===== src/rtl/pstt_pkg.sv =====
// Package for the priority-sorted task table.
// Holds table sizing constants, opcode and result-kind codes, and the
// command and status structs shared by the controller and the datapath.
`default_nettype none

package pstt_pkg;

    localparam int DEPTH   = 16;
    localparam int IDX_W   = $clog2(DEPTH);
    localparam int CNT_W   = $clog2(DEPTH + 1);
    localparam int TALLY_W = 5;
    localparam int ID_W    = 8;
    localparam int PRI_W   = 8;

    typedef enum logic [1:0] {
        OP_INSERT    = 2'd0,
        OP_LIST_PEND = 2'd1,
        OP_PURGE     = 2'd2,
        OP_LIST_ALL  = 2'd3
    } opcode_t;

    typedef enum logic [2:0] {
        KIND_INSERTED = 3'd0,
        KIND_FULL     = 3'd1,
        KIND_ENTRY    = 3'd2,
        KIND_NONE     = 3'd3,
        KIND_PURGED   = 3'd4
    } kind_t;

    typedef struct packed {
        logic capture;
        logic scan_step;
        logic purge_step;
        logic finish;
    } ctrl_cmd_t;

    typedef struct packed {
        logic at_end;
        logic match;
        logic held_valid;
        logic out_free;
    } ctrl_stat_t;

endpackage

`default_nettype wire


===== src/rtl/priority_sorted_task_table_unit.sv =====
// Top level of the priority-sorted task table.
// Joins the controller pstt_ctrl and the datapath pstt_datapath; uses pstt_pkg.
//
// Usage: one input channel (in_valid/in_stall with opcode, task_id,
// priority_req, completed) and one result channel (out_valid/out_stall with
// kind, entry_id, entry_priority, entry_completed, tally, last). A transfer
// happens on a rising edge where valid is high and stall is low.
// The table keeps up to 16 tasks sorted by descending priority, older first
// among equal priorities. An insert or a full-table drop gives one result.
// A purge walks the occupied slots, one per cycle. A listing also walks one
// slot per cycle while the output register is free to take a result; with
// two or more matching slots, its first result appears in the cycle after
// the second matching slot is read.
// The slot walk sets the rate: one item is in work at a time, and in_stall
// stays high until its last result is loaded into the output register.
// The next item is then taken while that result still waits to be taken.
// When out_stall is high the output register holds its result and a listing
// walk pauses at the next matching slot. Reset empties the table and clears
// all control state; the block leaves reset idle and ready for an item.
`default_nettype none

module priority_sorted_task_table_unit (
    input  wire logic                          clk,
    input  wire logic                          rst_n,
    input  wire logic                          in_valid,
    output logic                               in_stall,
    input  wire logic [1:0]                    opcode,
    input  wire logic [pstt_pkg::ID_W-1:0]     task_id,
    input  wire logic [pstt_pkg::PRI_W-1:0]    priority_req,
    input  wire logic                          completed,
    output logic                               out_valid,
    input  wire logic                          out_stall,
    output logic [2:0]                         kind,
    output logic [pstt_pkg::ID_W-1:0]          entry_id,
    output logic [pstt_pkg::PRI_W-1:0]         entry_priority,
    output logic                               entry_completed,
    output logic [pstt_pkg::TALLY_W-1:0]       tally,
    output logic                               last
);
    import pstt_pkg::*;

    ctrl_cmd_t  cmd;
    ctrl_stat_t stat;

    pstt_ctrl u_ctrl (
        .clk      (clk),
        .rst_n    (rst_n),
        .in_valid (in_valid),
        .opcode   (opcode),
        .in_stall (in_stall),
        .stat     (stat),
        .cmd      (cmd)
    );

    pstt_datapath u_datapath (
        .clk             (clk),
        .rst_n           (rst_n),
        .cmd             (cmd),
        .stat            (stat),
        .opcode          (opcode),
        .task_id         (task_id),
        .priority_req    (priority_req),
        .completed       (completed),
        .out_valid       (out_valid),
        .out_stall       (out_stall),
        .kind            (kind),
        .entry_id        (entry_id),
        .entry_priority  (entry_priority),
        .entry_completed (entry_completed),
        .tally           (tally),
        .last            (last)
    );

endmodule

`default_nettype wire


===== src/rtl/pstt_ctrl.sv =====
// Controller state machine of the priority-sorted task table.
// Sequences the datapath through capture, slot walks and the final result.
// Depends on pstt_pkg.
`default_nettype none

module pstt_ctrl (
    input  wire logic                 clk,
    input  wire logic                 rst_n,
    input  wire logic                 in_valid,
    input  wire logic [1:0]           opcode,
    output logic                      in_stall,
    input  wire pstt_pkg::ctrl_stat_t stat,
    output pstt_pkg::ctrl_cmd_t       cmd
);
    import pstt_pkg::*;

    typedef enum logic [3:0] {
        ST_IDLE  = 4'b0001,
        ST_SCAN  = 4'b0010,
        ST_PURGE = 4'b0100,
        ST_FINAL = 4'b1000
    } state_t;

    state_t state_reg;
    state_t state_next;

    always_ff @(posedge clk or negedge rst_n)
    begin
        if (!rst_n)
        begin
            state_reg <= ST_IDLE;
        end
        else
        begin
            state_reg <= state_next;
        end
    end

    always_comb
    begin
        cmd        = '0;
        state_next = state_reg;
        in_stall   = 1'b1;
        unique case (state_reg)
            ST_IDLE:
            begin
                in_stall = 1'b0;
                if (in_valid)
                begin
                    cmd.capture = 1'b1;
                    unique case (opcode_t'(opcode))
                        OP_INSERT:    state_next = ST_FINAL;
                        OP_PURGE:     state_next = ST_PURGE;
                        OP_LIST_PEND: state_next = ST_SCAN;
                        OP_LIST_ALL:  state_next = ST_SCAN;
                    endcase
                end
            end
            ST_SCAN:
            begin
                if (stat.at_end)
                begin
                    state_next = ST_FINAL;
                end
                else if (!(stat.match && stat.held_valid && !stat.out_free))
                begin
                    cmd.scan_step = 1'b1;
                end
            end
            ST_PURGE:
            begin
                if (stat.at_end)
                begin
                    state_next = ST_FINAL;
                end
                else
                begin
                    cmd.purge_step = 1'b1;
                end
            end
            ST_FINAL:
            begin
                if (stat.out_free)
                begin
                    cmd.finish = 1'b1;
                    state_next = ST_IDLE;
                end
            end
            default:
            begin
                state_next = ST_IDLE;
            end
        endcase
    end

`ifndef SYNTHESIS
    a_one_cmd: assert property (@(posedge clk) disable iff (!rst_n)
        $onehot0({cmd.capture, cmd.scan_step, cmd.purge_step, cmd.finish}))
        else $error("More than one datapath command in a cycle.");

    a_finish_idle: assert property (@(posedge clk) disable iff (!rst_n)
        cmd.finish |=> !in_stall)
        else $error("Block not ready after finishing an item.");

    a_capture_busy: assert property (@(posedge clk) disable iff (!rst_n)
        cmd.capture |=> in_stall)
        else $error("Block ready right after capturing an item.");
`endif

endmodule

`default_nettype wire


===== src/rtl/pstt_datapath.sv =====
// Datapath of the priority-sorted task table.
// Holds the slot registers, occupancy, walk counters and the output register.
// Depends on pstt_pkg.
`default_nettype none

module pstt_datapath (
    input  wire logic                          clk,
    input  wire logic                          rst_n,
    input  wire pstt_pkg::ctrl_cmd_t           cmd,
    output pstt_pkg::ctrl_stat_t               stat,
    input  wire logic [1:0]                    opcode,
    input  wire logic [pstt_pkg::ID_W-1:0]     task_id,
    input  wire logic [pstt_pkg::PRI_W-1:0]    priority_req,
    input  wire logic                          completed,
    output logic                               out_valid,
    input  wire logic                          out_stall,
    output logic [2:0]                         kind,
    output logic [pstt_pkg::ID_W-1:0]          entry_id,
    output logic [pstt_pkg::PRI_W-1:0]         entry_priority,
    output logic                               entry_completed,
    output logic [pstt_pkg::TALLY_W-1:0]       tally,
    output logic                               last
);
    import pstt_pkg::*;

    logic [ID_W-1:0]    slot_id_reg   [DEPTH];
    logic [PRI_W-1:0]   slot_pri_reg  [DEPTH];
    logic               slot_done_reg [DEPTH];
    logic [ID_W-1:0]    slot_id_next  [DEPTH];
    logic [PRI_W-1:0]   slot_pri_next [DEPTH];
    logic               slot_done_next[DEPTH];

    logic [CNT_W-1:0]   occ_reg, occ_next;
    logic [CNT_W-1:0]   rd_reg, rd_next;
    logic [CNT_W-1:0]   wr_reg, wr_next;
    logic [CNT_W-1:0]   cnt_reg, cnt_next;

    opcode_t            op_reg, op_next;
    logic [ID_W-1:0]    new_id_reg, new_id_next;
    logic [PRI_W-1:0]   new_pri_reg, new_pri_next;
    logic               new_done_reg, new_done_next;

    logic               held_valid_reg, held_valid_next;
    logic [ID_W-1:0]    held_id_reg, held_id_next;
    logic [PRI_W-1:0]   held_pri_reg, held_pri_next;
    logic               held_done_reg, held_done_next;
    logic [TALLY_W-1:0] held_tally_reg, held_tally_next;

    logic               out_valid_reg, out_valid_next;
    kind_t              kind_reg, kind_next;
    logic [ID_W-1:0]    eid_reg, eid_next;
    logic [PRI_W-1:0]   epri_reg, epri_next;
    logic               edone_reg, edone_next;
    logic [TALLY_W-1:0] tally_reg, tally_next;
    logic               last_reg, last_next;

    logic               out_load;
    logic               out_free;
    logic [IDX_W-1:0]   rd_idx;
    logic [IDX_W-1:0]   wr_idx;
    logic               full;
    logic [DEPTH-1:0]   ge;
    logic [DEPTH-1:0]   prev_ge;

    assign rd_idx   = rd_reg[IDX_W-1:0];
    assign wr_idx   = wr_reg[IDX_W-1:0];
    assign full     = (occ_reg == CNT_W'(DEPTH));
    assign out_free = !out_valid_reg || !out_stall;

    assign stat.at_end     = (rd_reg >= occ_reg);
    assign stat.match      = (op_reg == OP_LIST_ALL) || !slot_done_reg[rd_idx];
    assign stat.held_valid = held_valid_reg;
    assign stat.out_free   = out_free;

    always_comb
    begin
        for (int i = 0; i < DEPTH; i++)
        begin
            ge[i] = (CNT_W'(i) < occ_reg) && (slot_pri_reg[i] >= new_pri_reg);
        end
        prev_ge = {ge[DEPTH-2:0], 1'b1};
    end

    always_comb
    begin
        slot_id_next    = slot_id_reg;
        slot_pri_next   = slot_pri_reg;
        slot_done_next  = slot_done_reg;
        occ_next        = occ_reg;
        rd_next         = rd_reg;
        wr_next         = wr_reg;
        cnt_next        = cnt_reg;
        op_next         = op_reg;
        new_id_next     = new_id_reg;
        new_pri_next    = new_pri_reg;
        new_done_next   = new_done_reg;
        held_valid_next = held_valid_reg;
        held_id_next    = held_id_reg;
        held_pri_next   = held_pri_reg;
        held_done_next  = held_done_reg;
        held_tally_next = held_tally_reg;
        out_load        = 1'b0;
        kind_next       = KIND_NONE;
        eid_next        = '0;
        epri_next       = '0;
        edone_next      = 1'b0;
        tally_next      = '0;
        last_next       = 1'b1;

        if (cmd.capture)
        begin
            op_next         = opcode_t'(opcode);
            new_id_next     = task_id;
            new_pri_next    = priority_req;
            new_done_next   = completed;
            rd_next         = '0;
            wr_next         = '0;
            cnt_next        = '0;
            held_valid_next = 1'b0;
        end

        if (cmd.scan_step)
        begin
            rd_next = rd_reg + CNT_W'(1);
            if (stat.match)
            begin
                if (held_valid_reg)
                begin
                    out_load   = 1'b1;
                    kind_next  = KIND_ENTRY;
                    eid_next   = held_id_reg;
                    epri_next  = held_pri_reg;
                    edone_next = held_done_reg;
                    tally_next = held_tally_reg;
                    last_next  = 1'b0;
                end
                held_valid_next = 1'b1;
                held_id_next    = slot_id_reg[rd_idx];
                held_pri_next   = slot_pri_reg[rd_idx];
                held_done_next  = slot_done_reg[rd_idx];
                held_tally_next = TALLY_W'(cnt_reg + CNT_W'(1));
                cnt_next        = cnt_reg + CNT_W'(1);
            end
        end

        if (cmd.purge_step)
        begin
            rd_next = rd_reg + CNT_W'(1);
            if (!slot_done_reg[rd_idx])
            begin
                slot_id_next[wr_idx]   = slot_id_reg[rd_idx];
                slot_pri_next[wr_idx]  = slot_pri_reg[rd_idx];
                slot_done_next[wr_idx] = slot_done_reg[rd_idx];
                wr_next                = wr_reg + CNT_W'(1);
            end
        end

        if (cmd.finish)
        begin
            out_load = 1'b1;
            unique case (op_reg)
                OP_INSERT:
                begin
                    if (full)
                    begin
                        kind_next = KIND_FULL;
                    end
                    else
                    begin
                        kind_next = KIND_INSERTED;
                        occ_next  = occ_reg + CNT_W'(1);
                        for (int i = 0; i < DEPTH; i++)
                        begin
                            if (!ge[i])
                            begin
                                if (prev_ge[i])
                                begin
                                    slot_id_next[i]   = new_id_reg;
                                    slot_pri_next[i]  = new_pri_reg;
                                    slot_done_next[i] = new_done_reg;
                                end
                                else if (i > 0)
                                begin
                                    slot_id_next[i]   = slot_id_reg[i-1];
                                    slot_pri_next[i]  = slot_pri_reg[i-1];
                                    slot_done_next[i] = slot_done_reg[i-1];
                                end
                            end
                        end
                    end
                end
                OP_PURGE:
                begin
                    kind_next  = KIND_PURGED;
                    tally_next = TALLY_W'(occ_reg - wr_reg);
                    occ_next   = wr_reg;
                end
                OP_LIST_PEND, OP_LIST_ALL:
                begin
                    if (held_valid_reg)
                    begin
                        kind_next  = KIND_ENTRY;
                        eid_next   = held_id_reg;
                        epri_next  = held_pri_reg;
                        edone_next = held_done_reg;
                        tally_next = held_tally_reg;
                    end
                end
            endcase
        end

        if (out_load)
        begin
            out_valid_next = 1'b1;
        end
        else if (!out_stall)
        begin
            out_valid_next = 1'b0;
        end
        else
        begin
            out_valid_next = out_valid_reg;
        end
    end

    always_ff @(posedge clk or negedge rst_n)
    begin
        if (!rst_n)
        begin
            occ_reg        <= '0;
            rd_reg         <= '0;
            wr_reg         <= '0;
            cnt_reg        <= '0;
            op_reg         <= OP_INSERT;
            held_valid_reg <= 1'b0;
            out_valid_reg  <= 1'b0;
        end
        else
        begin
            occ_reg        <= occ_next;
            rd_reg         <= rd_next;
            wr_reg         <= wr_next;
            cnt_reg        <= cnt_next;
            op_reg         <= op_next;
            held_valid_reg <= held_valid_next;
            out_valid_reg  <= out_valid_next;
        end
    end

    always_ff @(posedge clk)
    begin
        slot_id_reg    <= slot_id_next;
        slot_pri_reg   <= slot_pri_next;
        slot_done_reg  <= slot_done_next;
        new_id_reg     <= new_id_next;
        new_pri_reg    <= new_pri_next;
        new_done_reg   <= new_done_next;
        held_id_reg    <= held_id_next;
        held_pri_reg   <= held_pri_next;
        held_done_reg  <= held_done_next;
        held_tally_reg <= held_tally_next;
        if (out_load)
        begin
            kind_reg  <= kind_next;
            eid_reg   <= eid_next;
            epri_reg  <= epri_next;
            edone_reg <= edone_next;
            tally_reg <= tally_next;
            last_reg  <= last_next;
        end
    end

    assign out_valid       = out_valid_reg;
    assign kind            = kind_reg;
    assign entry_id        = eid_reg;
    assign entry_priority  = epri_reg;
    assign entry_completed = edone_reg;
    assign tally           = tally_reg;
    assign last            = last_reg;

`ifndef SYNTHESIS
    a_occ_bound: assert property (@(posedge clk) disable iff (!rst_n)
        occ_reg <= CNT_W'(DEPTH))
        else $error("Occupancy exceeds the table depth.");

    a_wr_behind_rd: assert property (@(posedge clk) disable iff (!rst_n)
        wr_reg <= rd_reg)
        else $error("Purge write pointer passed the read pointer.");

    a_load_when_free: assert property (@(posedge clk) disable iff (!rst_n)
        out_load |-> out_free)
        else $error("Output register loaded while a result is stalled.");
`endif

endmodule

`default_nettype wire


===== config.mk =====
export PLATFORM = sky130hd
export DESIGN_NAME = priority_sorted_task_table_unit
export DESIGN_NICKNAME = d
export VERILOG_FILES = /design/src/rtl/pstt_pkg.sv /design/src/rtl/priority_sorted_task_table_unit.sv /design/src/rtl/pstt_ctrl.sv /design/src/rtl/pstt_datapath.sv
export SDC_FILE = /design/constraint.sdc
export NUM_CORES = 1
export LEC_CHECK = 0
export ABC_AREA = 1
export BUFFER_PORTS_ARGS = -buffer_cell sky130_fd_sc_hd__buf_2
export CAP_MARGIN = 20
export CORE_ASPECT_RATIO = 1.1
export CORE_MARGIN = 10
export CORE_UTILIZATION = 55
export CTS_BUF_LIST = sky130_fd_sc_hd__clkbuf_8 sky130_fd_sc_hd__clkbuf_16
export DETAILED_ROUTE_END_ITERATION = 12
export PLACE_DENSITY = 0.8
export SKIP_CTS_REPAIR_TIMING = 1
export SYNTH_ARGS = -nofsm -noshare
export SYNTH_HDL_FRONTEND = slang
export SYNTH_SLANG_ARGS = --single-unit

===== constraint.sdc =====
create_clock -name clk -period 4.8 [get_ports clk]
set_input_delay 0.72 -clock clk [delete_from_list [all_inputs] [get_ports clk]]
set_output_delay 0.72 -clock clk [all_outputs]
set_load 0.01 [all_outputs]

# Word-level counts from Yosys, hierarchy flattened
# Cells that the tools add are included.
dict set report word_totals {
  word_cells 354
  output_inout_bits 28
  reg_bits 365
  in_bits 23
}
dict set report op_classes {
  n_eq_ne 16
  n_lt_le_gt_ge 36
  reduce_logical 35
  muxes 191
  n_bitwise 2
  n_addsub 5
}
# cell count
set ops {}
lappend ops {{2-to-1 mux 128 bit} 10}
lappend ops {{2-to-1 mux 8 bit} 79}
lappend ops {{bitwise mux 128 bit} 2}
lappend ops {{greater-or-equal comparator 8 bit} 16}
lappend ops {{2-to-1 mux 16 bit} 5}
lappend ops {{2-to-1 mux 5 bit} 15}
lappend ops {{binary-select mux 8 bit (select 4 bit)} 2}
lappend ops {{2-to-1 mux 1 bit} 62}
lappend ops {{< comparator 4 x 5 -> 1 bit, first input constant} 8}
lappend ops {{demux 8 bit (select 4 bit)} 1}
lappend ops {{one-hot mux 4 bit (3 select lines)} 2}
lappend ops {{adder 5 x 1 -> 5 bit, second input constant} 4}
lappend ops {{< comparator 3 x 5 -> 1 bit, first input constant} 4}
lappend ops {{one-hot mux 5 bit (2 select lines)} 2}
lappend ops {{logical AND 1 bit} 19}
lappend ops {{bitwise mux 16 bit} 1}
lappend ops {{2-to-1 mux 3 bit} 4}
lappend ops {{2-to-1 mux 4 bit} 3}
lappend ops {{greater-or-equal comparator 5 bit, second input constant} 2}
lappend ops {{< comparator 1 x 5 -> 1 bit, first input constant} 2}
lappend ops {{< comparator 2 x 5 -> 1 bit, first input constant} 2}
lappend ops {{inverter 4 -> 5 bit} 2}
lappend ops {{one-hot mux 3 bit (3 select lines)} 1}
lappend ops {{== test 2 bit, second input constant} 4}
lappend ops {{other kinds (21)} 33}

# Longest topological paths before layout
dict set report logic_depth {
  ltp_word 15
  mapped_depth 19
  ltp_nobuf 18
}

# Hierarchy
# Synthesis repeated with hierarchy kept, for this count alone.
dict set report unflattened {
  cells_unflattened 4022
  hier_area_um2 25296.8
}
# mod instances area_each_um2 seq_area_each_um2 cells_each
set by_module_without_submodules {}
lappend by_module_without_submodules {pstt_datapath 1 24987.7 7997.7 3975}
lappend by_module_without_submodules {pstt_ctrl 1 309.0 101.3 47}

# Least setup slack after synthesis
# Ideal clock, no wire load.
dict set report synth_timing {
  path_type {register -> register}
  startpoint {register u_datapath.rd_reg[0]}
  endpoint {register u_datapath.edone_reg, in the netlist u_datapath.entry_completed, enable pin}
  path_buffers 3
  setup_slack_ps 1325
  setup_ps 384
  stages_incl_launch_ff 15
  period_less_slack_ps 3475
  t_required_ps 4416
  arrival_time_ps 3091
  cell_sequence {dfrtp_1 buf_6 inv_1 buf_4 buf_2 ha_1 nand2_1 inv_1 nand4_1 nand2_2 nor2_1 nand3_2 inv_1 nand2_1 nand2_1}
}
dict set report synth_via {
  elab_chain_cells 13
  word_cells_on_any_way 15
  classes_between {1 x order compare; 9 x mux; 1 x bitwise; 4 x reduce/logical}
}
# element line_no
set synth_rtl {}
lappend synth_rtl {{start: declaration} pstt_datapath.sv:34} ;# logic [CNT_W-1:0] rd_reg, rd_next;
lappend synth_rtl {{start signal: assignment} pstt_datapath.sv:241} ;# rd_reg <= rd_next;
lappend synth_rtl {{inverter 4 -> 5 bit (implied by the code)} pstt_datapath.sv:71} ;# assign stat.match = (op_reg == OP_LIST_ALL) || !slot_done_reg[rd_idx];
lappend synth_rtl {{binary-select mux 1 bit (select 4 bit)} pstt_datapath.sv:71}
lappend synth_rtl {{2-to-1 mux 1 bit (implied by the code) (2 in a row)} pstt_datapath.sv:71}
lappend synth_rtl {{logical NOT 1 bit} pstt_datapath.sv:71}
lappend synth_rtl {{logical OR 1 bit} pstt_datapath.sv:71}
lappend synth_rtl {{logical AND 1 bit (2 in a row)} pstt_ctrl.sv:65} ;# else if (!(stat.match && stat.held_valid && !stat.out_free))
lappend synth_rtl {{2-to-1 mux 1 bit} pstt_ctrl.sv:65}
lappend synth_rtl {{2-to-1 mux 1 bit} pstt_ctrl.sv:61} ;# if (stat.at_end)
lappend synth_rtl {{2-to-1 mux 1 bit} pstt_ctrl.sv:44} ;# unique case (state_reg)
lappend synth_rtl {{2-to-1 mux 1 bit (*)} pstt_datapath.sv:122} ;# if (cmd.scan_step)
lappend synth_rtl {{2-to-1 mux 1 bit (*)} pstt_datapath.sv:158} ;# if (cmd.finish)
lappend synth_rtl {{net u_datapath.out_load} pstt_datapath.sv:57} ;# logic out_load;
lappend synth_rtl {{end signal: assignment} pstt_datapath.sv:267} ;# edone_reg <= edone_next;
lappend synth_rtl {{end: declaration} pstt_datapath.sv:53} ;# logic edone_reg, edone_next;
# Mark *: on every way through the listed nets, which the timed path passes. The rest lies on a longest branch. The select of a mux whose other input is x is not followed.
# A chain may end at the register's enable or synchronous reset.

==> summary.md <==
| Metric | Value |
|---|---|
| Initial antenna violation count | 0 |
| Global-route wire length before repair | 125 mm |
| Count of pins over their slew limit | 0 |
| Worst Path Required | 5300 ps |
| Most common cell after layout, fill and taps aside | nand2_1 |
| Area share of the largest cell type after synthesis | 0.224 |
| Die ar. | 53,000 um2 |
| Warnings from Yosys | 0 |
| Syn_area_per_cell | 6.93 um2 |
| H-tree depth | 2 |
| Die height | 240 um |
| Clk buf depth | 3 |
| Worst path slowest cell | nand2_1 |
| Fin area | 25,700 um2 |
| CP delay by family, top | simple AND/OR/NAND/NOR gates |
| Run status | completed |
| Total GRT Usage | 0.295 |
| Cell chain of the critical path | inv_1, ha_1, nand2_1, o21bai_1, nand4_1, nand2_1, nand2_2, inv_1, o21ai_0, o21ai_1 |
| DRT Pass-1 Iters | 7 |
| Clk slew on worst S/H paths | 60 ps |
| Pre-CTS setup slack | 1170 ps |
| Power per cell area | 649 nW/um2 |
| Number of buffers and inverters on the critical path | 2 |
| Reg2reg setup slack | 990 ps |
| Crit end category | register |
| CTS root buf | clkbuf_16 |
| Num CTS Buffers | 41 |
| RSZ-0062 raised after global routing | false |
| Nets@finish | 3,603 |
| CTS tree | yes |
| Setup Skew | 10.9 ps |
| Delay of the slowest critical-path stage | 560 ps |
| Max_slew headroom | 0.258 |
| Largest net degree at the start of global routing | 80 |
| Crit path to | u_datapath.slot_pri_reg[81]$_DFF_P_ |
| Share of layout cells above drive strength 1 | 0.0641 |
| Fin. Hold Viols | 0 |
| IO Port Bufs | 50 |
| Seq cells post-synth | 365 |
| Final setup vio count | 0 |
| Synth Net Count | 3,675 |
| Worst VDD drop | 0.394 mV |
| Number of global-route vias before repair | 22,200 |
| Worst Max-Slew Pin Slew | 1110 ps |
| I/O pins | 51 |
| # DRC | 0 |
| Mapped cell area | 24,300 um2 |
| Starting Density | 0.558 |
| RD Place Congestion | 1.02 |
| Drt wl/cell | 19.9 um |
| Synth area leader | dfxtp_1 |
| Fmax | 263 MHz |
| Post-route ant nets | 0 |
| Layout area overhead | 5.83% |
| Core Rows | 80 |
| Sequential element share of the synthesized area | 0.334 |
| Final setup margin | 991 ps |
| Total Neg Setup Slack | 0 ps |
| Drt total wl | 80.2 mm |
| Yosys cell types | 42 |
| Critical Setup Path Class | register to register |
| Final Total Pwr | 16.7 mW |
| Clock tree sinks | 365 |
| Synth Instances | 3,506 |
| CP Data Arrival Time | 4310 ps |
| Tmin final | 3810 ps |
| Starting DRT DRC Count | 3,006 |
| Die W | 220 um |
| Critical R2R Capture | u_datapath.slot_pri_reg[81]$_DFF_P_ |
| R2r worst-path depth | 10 |
| Skew-Pair Late Insertion Delay | 580 ps |
| Leakage power | 12.3 nW |
| Highest-count cells in the layout ignoring fill and taps | nand2_1 (831), o21ai_0 (419), inv_1 (391), a21oi_1 (362), nand3_1 (279) |
| Grt ovf | 0 |
| Max Cap Viol | 0 |
| Critical R2R Launch | u_datapath.new_pri_reg[7]$_DFFE_PP_ |
| DP Area | 24,400 um2 |
| Vias/cell | 6.09 |
| Critical path launch point type | register |
| Hold Path Class | primary input to async pin |
| Top cells by area in the synthesized netlist | dfxtp_1 (22%), nand2_1 (13%), o21ai_0 (8.6%) |
| Tcrit/Tclk final | 0.794 |
| CP Max Fanout | 19 |
| Critical path startpoint | u_datapath.new_pri_reg[7]$_DFFE_PP_ |
| Levels on crit path | 10 |
| Via count | 24,600 |
| Hpwl dp | 57.5 mm |
| Final hold slack | 181 ps |
| Core footprint | 43,500 um2 |
worst reg2reg max path, cell delays in order (launching register included):
cell and delay [ps]:
edfxtp_1 500, inv_1 510, ha_1 360, nand2_1 80, o21bai_1 160, nand4_1 150
nand2_1 560, nand2_2 450, inv_1 550, o21ai_0 230, o21ai_1 190
through the flow:
step	utilization	std cells
final	0.590	4040
after global routing	0.590	4039
after CTS	0.590	4039
after detailed placement	0.560	3965
after global placement	0.560	3965
after floorplan	-	3506
layout make-up:
cell class	instances	area, um2
tap	574	718
clock buffer	47	1130
timing repair buffer	99	631
fill	4056	17800
multi-input combinational	2514	13400
antenna	1	2.50
sequential	365	8110
clock inverter	27	195
inverter	413	1550
logic make-up after synthesis:
logic type / Yosys count / synth area share
simple gates: 1307 / 0.233
compound gates: 1051 / 0.238
buf+inv: 627 / 0.116
flops: 365 / 0.334
fa+ha+maj: 146 / 0.0755
xor+xnor: 10 / 0.00361
power breakdown:
| part | leakage [nW] | total [mW] | switching, mW | internal [mW] |
|---|---|---|---|---|
| Sequential | 3.18 | 5.39 | 1.12 | 4.27 |
| Clock | 0.687 | 3.19 | 1.36 | 1.84 |
| Combinational | 8.39 | 8.10 | 5.75 | 2.35 |
| Total | 12.3 | 16.7 | 8.23 | 8.46 |
metal layers:
layer | GRT usage | part of all wire | routed length, um
met1 | 0.379 | 0.39 | 30900
met2 | 0.462 | 0.44 | 35600
met3 | 0.0598 | 0.12 | 9910
met4 | 0.145 | 0.047 | 3750
met5 | 0 | 0 | 0
how the worst min path moves through the flow:
stage | cells past startpoint | slack [ps] | end | from
finish | 1 | 180 | u_datapath.op_reg[1]$_DFFE_PN0P_ | rst_n
global placement | 2 | 470 | u_datapath.slot_done_reg[11]$_DFF_P_ | u_datapath.slot_done_reg[11]$_DFF_P_
CTS | 1 | 180 | u_datapath.op_reg[1]$_DFFE_PN0P_ | rst_n
floorplan | 0 | 420 | u_ctrl.state_reg[1]$_DFFE_PN0P_ | rst_n
detailed placement | 2 | 470 | u_datapath.slot_done_reg[11]$_DFF_P_ | u_datapath.slot_done_reg[11]$_DFF_P_
global route | 1 | 220 | u_datapath.op_reg[0]$_DFFE_PN0P_ | rst_n
cells in the mapped netlist:
cell type and instances:
a21oi_1 362, a221oi_1 1, a22oi_1 6, a31oi_1 1, buf_1 15, buf_12 1
buf_2 71, buf_4 12, buf_6 42, clkbuf_1 73, clkinv_1 14, dfrtp_1 27
dfstp_2 1, dfxtp_1 272, edfxtp_1 65, fa_1 1, ha_1 145, inv_1 385
inv_2 14, nand2_1 831, nand2_2 16, nand2_4 2, nand3_1 279, nand3_2 8
nand3_4 11, nand3b_1 1, nand4_1 39, nor2_1 106, nor2_2 5, nor2_4 2
nor2_8 1, nor3_1 6, o211ai_1 179, o211ai_2 1, o21a_1 14, o21ai_0 419
o21ai_1 64, o21bai_1 2, o22ai_1 1, o31ai_1 1, xnor2_1 2, xor2_1 8
(Power assumes the default switching activity.)
